[config.mk]
export PLATFORM = sky130hd
export DESIGN_NAME = channel_frame_deframer_core
export DESIGN_NICKNAME = d
export VERILOG_FILES = /design/src/hdl/cfd_pkg.sv /design/src/hdl/cfd_ctrl.sv /design/src/hdl/cfd_datapath.sv /design/src/hdl/channel_frame_deframer_core.sv
export SDC_FILE = /design/constraint.sdc
export NUM_CORES = 1
export LEC_CHECK = 0
export BUFFER_PORTS_ARGS = -buffer_cell sky130_fd_sc_hd__buf_2
export CAP_MARGIN = 20
export CORE_ASPECT_RATIO = 1.1
export CORE_MARGIN = 2
export CORE_UTILIZATION = 35
export CTS_CLUSTER_SIZE = 40
export DETAILED_ROUTE_END_ITERATION = 6
export PLACE_DENSITY_LB_ADDON = 0.12
export RECOVER_POWER = 25
export SYNTH_ARGS = -nofsm -noshare
export SYNTH_HDL_FRONTEND = slang
export SYNTH_SLANG_ARGS = --single-unit
[constraint.sdc]
create_clock -name clock -period 3.8 [get_ports clock]
set_input_delay 0.19 -clock clock [delete_from_list [all_inputs] [get_ports clock]]
set_output_delay 0.19 -clock clock [all_outputs]
set_load 0.03 [all_outputs]
[src/hdl/cfd_pkg.sv]
// Shared constants and controller/datapath interface types for the frame deframer.
`timescale 1ns / 1ps

package cfd_pkg;

   // Payload bytes per frame.
   localparam int PAYLOAD_LEN = 18;
   localparam int IDX_W = (PAYLOAD_LEN > 1) ? $clog2(PAYLOAD_LEN) : 1;
   localparam logic [IDX_W-1:0] LAST_IDX = IDX_W'(PAYLOAD_LEN - 1);

   // Field widths.
   localparam int BYTE_W  = 8;
   localparam int COUNT_W = 4;
   localparam int CHAN_W  = 3;
   localparam int BIDX_W  = 5;
   localparam int CSR_W   = 2;

   // Register indexes.
   localparam logic [CSR_W-1:0] CSR_START_MARKER  = 2'd0;
   localparam logic [CSR_W-1:0] CSR_END_MARKER    = 2'd1;
   localparam logic [CSR_W-1:0] CSR_CHANNEL_COUNT = 2'd2;

   // Register reset values.
   localparam logic [BYTE_W-1:0]  START_MARKER_RST  = 8'h40;
   localparam logic [BYTE_W-1:0]  END_MARKER_RST    = 8'h23;
   localparam logic [COUNT_W-1:0] CHANNEL_COUNT_RST = 4'd8;
   localparam logic [COUNT_W-1:0] MAX_CHANNELS      = 4'd8;

   typedef struct packed {
      logic chan_load;   // latch channel, clear fill counter
      logic data_store;  // write payload byte, advance fill counter
      logic emit_clear;  // restart emit index
      logic emit_load;   // load next result into output register
   } cmd_type;

   typedef struct packed {
      logic start_hit;
      logic chan_ok;
      logic fill_last;
      logic end_hit;
      logic emit_last;
      logic out_free;
   } status_type;

endpackage

[src/hdl/cfd_ctrl.sv]
// Frame deframer controller: hunt / channel / payload / end check / emit sequencing.
`timescale 1ns / 1ps

module cfd_ctrl (
   input  logic                clock,
   input  logic                reset,
   input  logic                req_valid,
   output logic                req_stall,
   input  cfd_pkg::status_type status,
   output cfd_pkg::cmd_type    cmd
);

   typedef enum logic [4:0] {
      ST_HUNT = 5'b00001,
      ST_CHAN = 5'b00010,
      ST_DATA = 5'b00100,
      ST_END  = 5'b01000,
      ST_EMIT = 5'b10000
   } state_type;

   state_type state_ff, state_in;
   logic      accept;

   // input is held off only while a frame is being emitted
   assign req_stall = (state_ff == ST_EMIT);
   assign accept    = req_valid && !req_stall;

   always_comb begin
      state_in = state_ff;
      cmd      = '0;
      unique case (state_ff)
         ST_HUNT: begin
            if (accept && status.start_hit) begin
               state_in = ST_CHAN;
            end
         end
         ST_CHAN: begin
            if (accept) begin
               if (status.chan_ok) begin
                  cmd.chan_load = 1'b1;
                  state_in      = ST_DATA;
               end else begin
                  state_in = ST_HUNT;
               end
            end
         end
         ST_DATA: begin
            if (accept) begin
               cmd.data_store = 1'b1;
               if (status.fill_last) begin
                  state_in = ST_END;
               end
            end
         end
         ST_END: begin
            if (accept) begin
               if (status.end_hit) begin
                  cmd.emit_clear = 1'b1;
                  state_in       = ST_EMIT;
               end else begin
                  state_in = ST_HUNT;
               end
            end
         end
         ST_EMIT: begin
            if (status.out_free) begin
               cmd.emit_load = 1'b1;
               if (status.emit_last) begin
                  state_in = ST_HUNT;
               end
            end
         end
         default: begin
            state_in = ST_HUNT;
         end
      endcase
   end

   always_ff @(posedge clock) begin
      if (reset) begin
         state_ff <= ST_HUNT;
      end else begin
         state_ff <= state_in;
      end
   end

endmodule

[src/hdl/cfd_datapath.sv]
// Frame deframer datapath: config registers, frame store, counters and result register.
`timescale 1ns / 1ps

module cfd_datapath (
   input  logic                                 clock,
   input  logic                                 reset,
   input  logic                                 csr_write,
   input  logic [cfd_pkg::CSR_W-1:0]            csr_index,
   input  logic [cfd_pkg::BYTE_W-1:0]           csr_wdata,
   input  logic [cfd_pkg::BYTE_W-1:0]           req_rx_byte,
   input  logic                                 rsp_stall,
   output logic                                 rsp_valid,
   output logic [cfd_pkg::CHAN_W-1:0]           rsp_channel,
   output logic [cfd_pkg::BIDX_W-1:0]           rsp_byte_index,
   output logic [cfd_pkg::BYTE_W-1:0]           rsp_payload_byte,
   output logic                                 rsp_last_byte,
   input  cfd_pkg::cmd_type                     cmd,
   output cfd_pkg::status_type                  status
);

   logic [cfd_pkg::BYTE_W-1:0]  start_marker_ff;
   logic [cfd_pkg::BYTE_W-1:0]  end_marker_ff;
   logic [cfd_pkg::COUNT_W-1:0] channel_count_ff;

   logic [cfd_pkg::IDX_W-1:0]   fill_ff;
   logic [cfd_pkg::IDX_W-1:0]   emit_ff;
   logic [cfd_pkg::CHAN_W-1:0]  frame_chan_ff;
   logic [cfd_pkg::BYTE_W-1:0]  store_ff [cfd_pkg::PAYLOAD_LEN];

   logic                        rsp_valid_ff;
   logic [cfd_pkg::CHAN_W-1:0]  rsp_channel_ff;
   logic [cfd_pkg::IDX_W-1:0]   rsp_idx_ff;
   logic [cfd_pkg::BYTE_W-1:0]  rsp_byte_ff;
   logic                        rsp_last_ff;

   logic [cfd_pkg::COUNT_W-1:0] limit;

   // channel counts above eight behave as eight
   assign limit = (channel_count_ff > cfd_pkg::MAX_CHANNELS) ? cfd_pkg::MAX_CHANNELS
                                                             : channel_count_ff;

   always_comb begin
      status.start_hit = (req_rx_byte == start_marker_ff);
      status.chan_ok   = (req_rx_byte != '0) &&
                         (req_rx_byte <= {{(cfd_pkg::BYTE_W-cfd_pkg::COUNT_W){1'b0}}, limit});
      status.fill_last = (fill_ff == cfd_pkg::LAST_IDX);
      status.end_hit   = (req_rx_byte == end_marker_ff);
      status.emit_last = (emit_ff == cfd_pkg::LAST_IDX);
      status.out_free  = !rsp_valid_ff || !rsp_stall;
   end

   // configuration, unknown indexes ignored
   always_ff @(posedge clock) begin
      if (reset) begin
         start_marker_ff  <= cfd_pkg::START_MARKER_RST;
         end_marker_ff    <= cfd_pkg::END_MARKER_RST;
         channel_count_ff <= cfd_pkg::CHANNEL_COUNT_RST;
      end else if (csr_write) begin
         if (csr_index == cfd_pkg::CSR_START_MARKER) begin
            start_marker_ff <= csr_wdata;
         end
         if (csr_index == cfd_pkg::CSR_END_MARKER) begin
            end_marker_ff <= csr_wdata;
         end
         if (csr_index == cfd_pkg::CSR_CHANNEL_COUNT) begin
            channel_count_ff <= csr_wdata[cfd_pkg::COUNT_W-1:0];
         end
      end
   end

   // counters
   always_ff @(posedge clock) begin
      if (reset) begin
         fill_ff <= '0;
         emit_ff <= '0;
      end else begin
         if (cmd.chan_load) begin
            fill_ff <= '0;
         end else if (cmd.data_store) begin
            fill_ff <= status.fill_last ? '0 : fill_ff + 1'b1;
         end
         if (cmd.emit_clear) begin
            emit_ff <= '0;
         end else if (cmd.emit_load) begin
            emit_ff <= status.emit_last ? '0 : emit_ff + 1'b1;
         end
      end
   end

   // frame payload store and channel, no reset needed
   always_ff @(posedge clock) begin
      if (cmd.chan_load) begin
         frame_chan_ff <= cfd_pkg::CHAN_W'(req_rx_byte - 8'd1);
      end
      if (cmd.data_store) begin
         store_ff[fill_ff] <= req_rx_byte;
      end
   end

   // result register
   always_ff @(posedge clock) begin
      if (reset) begin
         rsp_valid_ff <= 1'b0;
      end else if (cmd.emit_load) begin
         rsp_valid_ff <= 1'b1;
      end else if (!rsp_stall) begin
         rsp_valid_ff <= 1'b0;
      end
   end

   always_ff @(posedge clock) begin
      if (cmd.emit_load) begin
         rsp_channel_ff <= frame_chan_ff;
         rsp_idx_ff     <= emit_ff;
         rsp_byte_ff    <= store_ff[emit_ff];
         rsp_last_ff    <= status.emit_last;
      end
   end

   assign rsp_valid        = rsp_valid_ff;
   assign rsp_channel      = rsp_channel_ff;
   assign rsp_byte_index   = cfd_pkg::BIDX_W'(rsp_idx_ff);
   assign rsp_payload_byte = rsp_byte_ff;
   assign rsp_last_byte    = rsp_last_ff;

`ifndef ASSERT_OFF
   a_fill_in_range: assert property (@(posedge clock) disable iff (reset)
      fill_ff <= cfd_pkg::LAST_IDX)
      else $error("fill counter beyond frame length");

   a_last_at_end: assert property (@(posedge clock) disable iff (reset)
      rsp_valid_ff |-> (rsp_last_ff == (rsp_idx_ff == cfd_pkg::LAST_IDX)))
      else $error("last flag not on final payload byte");

   a_load_when_free: assert property (@(posedge clock) disable iff (reset)
      cmd.emit_load |-> status.out_free)
      else $error("result register overwritten while stalled");
`endif

endmodule

[src/hdl/channel_frame_deframer_core.sv]
// Top level of the start/end marker byte frame deframer.
`timescale 1ns / 1ps
// Throughput: one received byte per cycle while hunting or receiving a frame.
// After a matching end marker the input stalls while the PAYLOAD_LEN (18)
// stored bytes are emitted, one result per cycle the output register is free.
// The end marker leads to the emit state, which loads the result register.
// Reset (synchronous, active high) restores register defaults and hunting;
// the frame store holds no reset value.

module channel_frame_deframer_core (
   input  logic                        clock,
   input  logic                        reset,
   // configuration write port
   input  logic                        csr_write,
   input  logic [cfd_pkg::CSR_W-1:0]   csr_index,
   input  logic [cfd_pkg::BYTE_W-1:0]  csr_wdata,
   // received byte items
   input  logic                        req_valid,
   output logic                        req_stall,
   input  logic [cfd_pkg::BYTE_W-1:0]  req_rx_byte,
   // frame byte result items
   output logic                        rsp_valid,
   input  logic                        rsp_stall,
   output logic [cfd_pkg::CHAN_W-1:0]  rsp_channel,
   output logic [cfd_pkg::BIDX_W-1:0]  rsp_byte_index,
   output logic [cfd_pkg::BYTE_W-1:0]  rsp_payload_byte,
   output logic                        rsp_last_byte
);

   cfd_pkg::cmd_type    cmd;
   cfd_pkg::status_type status;

   // Controller walks hunt -> channel -> payload -> end check, and on a
   // matching end byte sequences the emit of the stored frame.
   cfd_ctrl u_ctrl (
      .clock     (clock),
      .reset     (reset),
      .req_valid (req_valid),
      .req_stall (req_stall),
      .status    (status),
      .cmd       (cmd)
   );

   // Datapath holds the markers, channel limit, frame store, fill and emit
   // counters, and the result register that decouples the output side.
   cfd_datapath u_datapath (
      .clock            (clock),
      .reset            (reset),
      .csr_write        (csr_write),
      .csr_index        (csr_index),
      .csr_wdata        (csr_wdata),
      .req_rx_byte      (req_rx_byte),
      .rsp_stall        (rsp_stall),
      .rsp_valid        (rsp_valid),
      .rsp_channel      (rsp_channel),
      .rsp_byte_index   (rsp_byte_index),
      .rsp_payload_byte (rsp_payload_byte),
      .rsp_last_byte    (rsp_last_byte),
      .cmd              (cmd),
      .status           (status)
   );

`ifndef ASSERT_OFF
   // emit only starts right after an accepted (end marker) item
   a_emit_after_accept: assert property (@(posedge clock) disable iff (reset)
      $rose(req_stall) |-> $past(req_valid && !req_stall))
      else $error("emit started without an accepted item");

   // input is held off for the whole emit of a frame
   a_no_accept_mid_emit: assert property (@(posedge clock) disable iff (reset)
      (cmd.emit_load && !status.emit_last) |-> req_stall)
      else $error("input accepted in the middle of a frame emit");

   // the emit leaves the stall state once the final byte is loaded
   a_emit_ends: assert property (@(posedge clock) disable iff (reset)
      (cmd.emit_load && status.emit_last) |=> !req_stall)
      else $error("input still stalled after frame emit");
`endif

endmodule
# After elaboration in Yosys (flattened, before gate mapping)
# Memory sizes are Yosys's and may differ from the RTL's. A register that Yosys moved wholly into a read port is not among the register bits.
# Cells that the tools add are included.
# word_totals
register_bits	48
elab_cells	78
input_bits	23
out_inout_bits	19
ram_bits	144
mem_count	1
# op_classes
muxes	27
order_cmp	2
eq_ne	19
reduce_logical	15
addsub	3
# mem_list
memory	words	word_bits	read_ports	rd_ports_with_merged_regs	write_ports	line_no	rtl
u_datapath.store_ff	18	8	1	1	1	cfd_datapath.sv:28	logic [cfd_pkg::BYTE_W-1:0] store_ff [cfd_pkg::PAYLOAD_LEN];
# ops
op	n
5-bit 2-to-1 mux	10
5-bit case mux with 5 select lines	1
8-bit == test	2
5-bit == test, second input constant	3
1-bit 2-to-1 mux	14
2-bit by 1-bit inequality test with 1-bit output, second input constant	7
5-bit by 1-bit adder with 5-bit output, second input constant	2
8-bit by 4-bit <= comparator with 1-bit output	1
8-bit nonzero test	1
7-bit AND reduction	1
2-bit AND reduction	3
5-bit by 1-bit == test with 1-bit output, second input constant	1
5-bit by 2-bit == test with 1-bit output, second input constant	1
5-bit by 3-bit == test with 1-bit output, second input constant	1
5-bit by 4-bit == test with 1-bit output, second input constant	1
4-bit greater-than comparator, second input constant	1
4-bit 2-to-1 mux	1
2-bit OR reduction	2
1-bit logical AND	3
1-bit zero test	3
3-bit 2-to-1 mux	1
3-bit by 1-bit subtractor with 3-bit output, second input constant	1
2-bit by 1-bit == test with 1-bit output, second input constant	1
2-bit == test, second input constant	1
other kinds (3)	3

# Logic depth before layout (Yosys ltp)
# Gate-level depths: netlist of run 1.
# depth
ltp_word	8
depth_mapped	9
mapped_depth_nobuf	8

# Cells and area by module
# From an unflattened synthesis of run 1, not the netlist that was laid out.
# hier_totals
hier_cells	506
hier_area_um2	8242.9
# modules_own_cells
module	area_per_inst_um2	n_inst	cells_per_inst
cfd_datapath	7830.0	1	457
cfd_ctrl	412.9	1	49

# Worst setup path before layout of run 1
# OpenSTA, ideal clock, no wires.
# synth_path
path_kind	register to register
startpoint	register u_ctrl.state_ff[1]
endpoint	memory u_datapath.store_ff[16][0] (netlist bit), enable pin
synth_period_minus_slack_ns	2.628
setup_ns	0.398
t_required_ns	3.402
stages_incl_launch_ff	7
t_arrival_ns	2.231
path_slack_ns	1.172
n_path_buf	2
path_cell_list	dfxtp_1 > buf_6 > nor4_1 > and3_1 > buf_2 > nand2_1 > nor4b_1
# synth_via
elab_chain_len	7
elab_cells_between_ends	8
# synth_lines
item	line_no	rtl
start: declaration	cfd_ctrl.sv:21	state_type state_ff, state_in;
start signal: assignment	cfd_ctrl.sv:83	state_ff <= state_in;
5-bit == test	cfd_ctrl.sv:25	assign req_stall = (state_ff == ST_EMIT);
1-bit zero test	cfd_ctrl.sv:26	assign accept = req_valid && !req_stall;
1-bit logical AND	cfd_ctrl.sv:26	
1-bit 2-to-1 mux	cfd_ctrl.sv:48	if (accept) begin
1-bit 2-to-1 mux (*)	cfd_ctrl.sv:31	unique case (state_ff)
1-bit 2-to-1 mux (*)	cfd_datapath.sv:95	if (cmd.data_store) begin
1-bit 2-to-1 mux (not written as such) (*)	cfd_datapath.sv:96	store_ff[fill_ff] <= req_rx_byte;
end: declaration	cfd_datapath.sv:28	
# Mark *: on every way between the ends. The rest lies on a longest branch, timed or not.

# Worst setup path in the final report of run 1
# layout_path
startpoint	register u_ctrl.state_ff[0]
endpoint	memory u_datapath.store_ff[13][7] (netlist bit), enable pin
# The elaborated chain is that of the path after synthesis.

==> results.cfg, run 1 <==
[hold_path]
min_path_type = in2reg

[place]
io_buffers = 41
dp_hpwl_um = 11800
gp_congestion = 0.742

[routing]
routedWlPerCell_um = 21.5
vias = 4277
drcViolationCount = 0
antenna_left = 0
drtIter0Drc = 350
totalWireLength_um = 18200
routed_via_density = 5.06
drt-pass1-iter-count = 4

[synthesis]
syn_inst = 490
async_reset_ff_share_pct = 0
ys_types = 46
yosysSeqAreaShare_pct = 68.7
synth_top_cell_area_share_pct = 59.9
syn_avg_cell_area_um2 = 16.8
yosys_warnings = 0
ys_ff_latch = 200
ys.flop_type = edfxtp_1
synth_nets = 524
synth.largest_area_cell = edfxtp_1
synth_edf_count = 164
synthTopCellsByArea = edfxtp_1 (60%), dfxtp_1 (8.8%), mux4_2 (6.9%)
netlist_area_um2 = 8220

[timing]
fin_worst_skew_ns = 0.0142
hold_violations = 0
slew_headroom_pct = 14.2
setup_viol = 0
fin_worst_hold_slack_ns = 0.0182
timing.fmax_mhz = 355
tightest_slew_ns = 1.29
final.min_clock_period_ns = 2.81
slew_viol_final = 0
rsz0062_at_grt = no
period_share_pct = 74.0
setup_tns_ns = 0

[global_routing]
track_usage_pct = 15.6
antenna_found_initial = 0
grt_pass1_vias = 4380
grt_max_degree = 38
overflow = 0
grt_pass1_wl_um = 27600

[final_layout]
multi_input_comb_area_um2 = 2390
drive_above_1_share_pct = 19.6
fin_util_pct = 40.7
register_area_um2 = 5650
fillerInstances = 2144
area_delta_synth_final_pct = 13.6
antennaDiodeCount = 0
nets = 567

[cts]
clockBufferDepth = 2
root_buffer = clkbuf_16
cts_num_sinks = 200
cts_tree = built
post_cts_resized = 0
ctsHtreeMaxLevel = 4
path_clk_slew_ns = 0.08
worstSkewPairLatency_ns = 0.43
cts_buffers = 17

[pwr]
leakage_nw = 3.05
vdd_ir_drop_max_uv = 284
powerDensity_nw_per_um2 = 473

[floorplan]
dieArea_um2 = 24700
fp-row-count = 58
coreArea_um2 = 22900
num_io_pins = 42
dieHeight_um = 165
start_util_pct = 35.8
fp.dieW_um = 150

[worst_setup_path]
endpoint_kind = flip-flop
path_class = reg2reg
crit_fanout = 8
startpoint_type = flip-flop
critPathArrivalTime_ns = 2.85
cp.required_ns = 3.84

[outcome]
outcome = finished clean

[job]
drv_cap = 0
[power breakdown]
part | internal [mW] | switching [mW] | leakage [nW]
combinational | 0.0657 | 0.109 | 1.00
clock | 1.00 | 0.845 | 0.296
sequential | 2.38 | 0.0181 | 1.75
total | 3.44 | 0.972 | 3.05
[routing by layer]
metal / share of wire, % / global-route usage, %
met1: 45 / 20.7
met5: 0 / 0
met4: 0.58 / 3.47
met2: 52 / 26.7
met3: 3.0 / 3.15
[Yosys cell counts (2+ instances only)]
cell	count
a21oi_1	15
buf_2	7
buf_6	4
clkbuf_1	9
dfxtp_1	36
edfxtp_1	164
ha_1	11
inv_1	11
mux2i_1	29
mux4_1	15
mux4_2	25
nand2_1	20
nand3_1	6
nand3b_1	3
nand4_1	8
nor2_1	54
nor3_1	5
nor3b_1	3
nor4_1	4
o211ai_1	3
o21ai_0	7
or2_2	2
or3_1	3
or3b_2	2
xnor2_1	8
xor2_1	16
[critical path: stages, from the launching register on]
cell and delay, ns:
dfxtp_1 0.37, nor4_1 0.59, and3_1 0.40, nand2_1 0.18, nor2_1 0.88
[through the flow]
stage,instance area (um2),power [mW],worst slack (ns),std cells
2_1_floorplan,8220,2.55,1.17,490
3_3_place_gp,8710,2.61,1.09,812
4_1_cts,9340,4.47,0.958,846
6_report,9330,4.42,0.986,846
5_1_grt,9330,4.57,0.785,846
3_5_place_dp,8710,2.62,1.01,812
[cell type report]
class                   count  area share [%]
flip-flops and latches    200            60.5
multi-input cells         255            25.6
clock buffers              17            4.56
well taps                 300            4.02
repair buffers             47            2.79
clock inverters            15            1.98
inverters                  12           0.483
[state kept, by name, summed over array words and instances, names as in the netlist]
signal                       count
u_datapath.emit_ff               5
u_datapath.end_marker_ff         8
u_datapath.channel_count_ff      4
u_datapath.rsp_byte_index        5
u_datapath.rsp_payload_byte      8
u_datapath.rsp_last_byte         1
u_ctrl.state_ff                  5
u_datapath.rsp_valid             1
u_datapath.rsp_channel           3
u_datapath.fill_ff               5
u_datapath.start_marker_ff       8
u_datapath.store_ff            144
u_datapath.frame_chan_ff         3
[timing repair]
| action | 4_1_cts | 5_1_grt |
|---|---|---|
| hold endpoints to repair | 2 | 0 |
| hold buffers | 2 | 0 |
| setup buffers | 0 | 0 |
[logic make-up (layout without fill, tap and decap cells)]
group / count (synthesis) / in the layout / synth area share, %
DFF: 200 / 200 / 68.7
and+or+nand+nor: 117 / 117 / 7.05
muxes: 69 / 69 / 15.2
buffers and inverters: 35 / 91 / 2.25
AOI/OAI and AO/OA: 34 / 34 / 2.57
xor gates and xnor gates: 24 / 24 / 2.56
adders and majority gates: 11 / 11 / 1.68
[final timing paths]
| check | start | endpoint | slack, ns | depth (start not counted) |
|---|---|---|---|---|
| worst max-delay path | u_ctrl.state_ff[0]$_SDFFE_PP1P_ | u_datapath.store_ff[13][7]$_DFFE_PP_ | 0.99 | 4 |
| worst min-delay path | csr_wdata[4] | u_datapath.end_marker_ff[4]$_SDFFE_PP0P_ | 0.02 | 3 |
| worst max register to register | u_ctrl.state_ff[0]$_SDFFE_PP1P_ | u_datapath.store_ff[13][7]$_DFFE_PP_ | 0.99 | 4 |
| worst min register to register | u_datapath.frame_chan_ff[2]$_DFFE_PP_ | u_datapath.rsp_channel[2]$_DFFE_PP_ | 0.43 | 0 |
[placed cells by master, fill, tap and decap left out, types with 3 or more instances in the layout]
cell type and instances:
nor3_1 5, clkinv_4 3, edfxtp_1 164, mux4_2 25, clkbuf_1 6, xor2_1 16
o21ai_0 7, mux2i_1 29, nand2_1 20, inv_6 6, or3_1 3, nand4_1 8
mux4_1 15, xnor2_1 8, a21oi_1 15, nor3b_1 3, o211ai_1 3, nor2_1 54
buf_2 35, nor4_1 4, clkbuf_16 17, ha_1 11, buf_4 3, nand3_1 6
inv_1 11, dfxtp_1 35, nand3b_1 3
No activity file was read; power rests on OpenSTA's default activity.
==> run 2, diff against run 1 <==
Settings changed: ABC_AREA set to 1.
Clock period 3.8 ns to 2.8 ns, I/O delays scaled along.
==> run 2 against run 1 <==
Sequential share of layout area fell by 3.0 points. Clock skew is 0.0026 ns lower. Via count up 37%. Worst setup slack got worse by 0.36 ns. Global-route usage increased by 1.7 points. Power is 52% higher. Clock power increased by 39%. Register-to-register slack worse by 0.36 ns. Clock-buffer cell count did not move. Final cell count increased by 41%. Largest cell class unchanged.
==> results.cfg, run 2 <==
[routing]
totalWireLength_um = 22000
drtIter0Drc = 402
routed_via_density = 4.92
drcViolationCount = 0
drt-pass1-iter-count = 5
antenna_left = 0
vias = 5880
routedWlPerCell_um = 18.4

[place]
dp_slack_ns = 0.608
io_buffers = 41
placed_area_um2 = 9130
dp_hpwl_um = 14700
gp_congestion = 0.778

[synthesis]
yosys_warnings = 0
synth_top_family_by_area = simple AND/OR/NAND/NOR gates
synth_top_cell_area_share_pct = 57.5
synth_edf_count = 164
syn_avg_cell_area_um2 = 10.5
yosysMostFrequentCell = edfxtp_1
synth-xor-area-share_pct = 0.819
synth.largest_area_cell = edfxtp_1
yosysSeqAreaShare_pct = 66.0
synthAdderAreaFrac_pct = 1.61
synth_nets = 852
async_reset_ff_share_pct = 0
ys_types = 38
netlist_area_um2 = 8560
muxShareOfSynthArea_pct = 0
synth-simple-area-share_pct = 17.1
netlist_top_cells_count = edfxtp_1 (164), nand2_1 (153), nor2_1 (140)
ys.flop_type = edfxtp_1
ys_ff_latch = 200
synthTopCellsByArea = edfxtp_1 (58%), dfxtp_1 (8.4%), nand2_1 (6.7%)
syn_inst = 818
synth_compound_area_share_pct = 9.93

[final_layout]
area_delta_synth_final_pct = 14.6
multi_input_comb_area_um2 = 2520
layout_commonest_cell = edfxtp_1
register_area_um2 = 5650
fin_area_um2 = 9810
drive_above_1_share_pct = 11.2
antennaDiodeCount = 0
nets = 905
regMostFlops = u_datapath.store_ff
fillerInstances = 2420
largest_reg_flops = 144
mostFrequentLayoutCells = edfxtp_1 (164), nand2_1 (153), nor2_1 (140)

[global_routing]
track_usage_pct = 17.3
met3_usage_pct = 2.99
overflow = 0
grt_use_met1_pct = 22.3
grt-busiest-layer = met2
grt_pass1_vias = 5596
antenna_found_initial = 1
grt_max_degree = 58
grt_pass1_wl_um = 33400
met2_usage_pct = 30.0

[worst_setup_path]
startpoint_type = flip-flop
endpoint_kind = flip-flop
path_class = reg2reg
critPathArrivalTime_ns = 2.24
crit_fanout = 9
cp.required_ns = 2.87

[timing]
setup_ws_ns = 0.629
final.min_clock_period_ns = 2.17
slew_viol_final = 0
hold_violations = 0
period_share_pct = 77.5
setup_viol = 0
fin_worst_skew_ns = 0.0115
rsz0062_at_grt = no
slew_headroom_pct = 8.28
tightest_slew_ns = 1.38
fin_worst_hold_slack_ns = 0.0211
timing.fmax_mhz = 461
setup_tns_ns = 0

[hold_path]
min_path_type = in2reg

[floorplan]
dieHeight_um = 168
fp.dieW_um = 153
dieArea_um2 = 25700
start_util_pct = 35.3
fp-row-count = 60
num_io_pins = 42
coreArea_um2 = 24200

[job]
drv_cap = 0

[cts]
postCtsSetupBuffers = 0
clockBufferDepth = 2
root_buffer = clkbuf_16
ctsHtreeMaxLevel = 4
path_clk_slew_ns = 0.08
cts_buffers = 17
post_cts_resized = 0
cts_num_sinks = 200
hold_buffers = 9
cts_tree = built
worstSkewPairLatency_ns = 0.44

[pwr]
powerDensity_nw_per_um2 = 683
leakage_nw = 3.64
vdd_ir_drop_max_uv = 413

[outcome]
outcome = finished clean
run 2: cell count changes after synthesis, sizes merged, moves of 32 or more:
cell,change
inv,+54
mux4,-40
nand2,+135
nor2,+93
o21ai,+79
o22ai,+32
run 2: path summary, 6_finish.rpt:
kind                                                       startpoint                              endpoint  slack, ns  cells after the start
worst min-delay path                                        rsp_stall     u_datapath.rsp_valid$_SDFFE_PP0P_       0.02                      3
worst max register to register        u_ctrl.state_ff[4]$_SDFFE_PP0P_  u_datapath.store_ff[17][2]$_DFFE_PP_       0.63                      5
worst min register to register  u_datapath.frame_chan_ff[1]$_DFFE_PP_   u_datapath.rsp_channel[1]$_DFFE_PP_       0.44                      0
worst max-delay path                  u_ctrl.state_ff[4]$_SDFFE_PP0P_  u_datapath.store_ff[17][2]$_DFFE_PP_       0.63                      5
run 2: layer usage:
| metal | share of wire (%) | routed length (um) |
|---|---|---|
| met5 | 0.032 | 7 |
| met2 | 52 | 11500 |
| met3 | 3.1 | 671 |
| met1 | 43 | 9520 |
| met4 | 1.5 | 334 |
run 2: power breakdown:
part           leakage, nW  internal (mW)  switching (mW)
clock network        0.301           1.36            1.21
registers             1.77           3.27          0.0324
logic                 1.57          0.250           0.578
total                 3.64           4.88            1.82
run 2: worst max-delay path, stage by stage, from the launching register on:
cell and delay [ns]:
dfxtp_1 0.34, inv_1 0.16, nand4_2 0.22, nor2_8 0.23
nand2_1 0.25, nor2_1 0.60
run 2: cells by family (layout without fill, tap and decap cells):
logic type               Yosys count  count (layout)
buffers and inverters             95             161
adder cells (fa/ha/maj)           11              11
AND/OR/NAND/NOR                  348             348
flip-flops                       200             200
AO/OA/AOI/OAI                    156             156
XOR/XNOR                           8               8
run 2: area by class of cell:
class	instances	share of cell area [%]
Inverter	67	2.59
Multi-Input combinational cell	523	25.7
Timing Repair Buffer	62	4.02
Tap cell	310	3.95
Clock buffer	17	4.34
Sequential cell	200	57.6
Clock inverter	15	1.89
run 2: through the flow:
stage,std cells,power (mW),util (%)
3_5_place_dp,1153,4.21,37.6
2_1_floorplan,818,3.92,-
6_report,1194,6.70,40.5
4_1_cts,1194,6.76,40.5
3_3_place_gp,1153,4.21,37.6
5_1_grt,1194,6.99,40.5
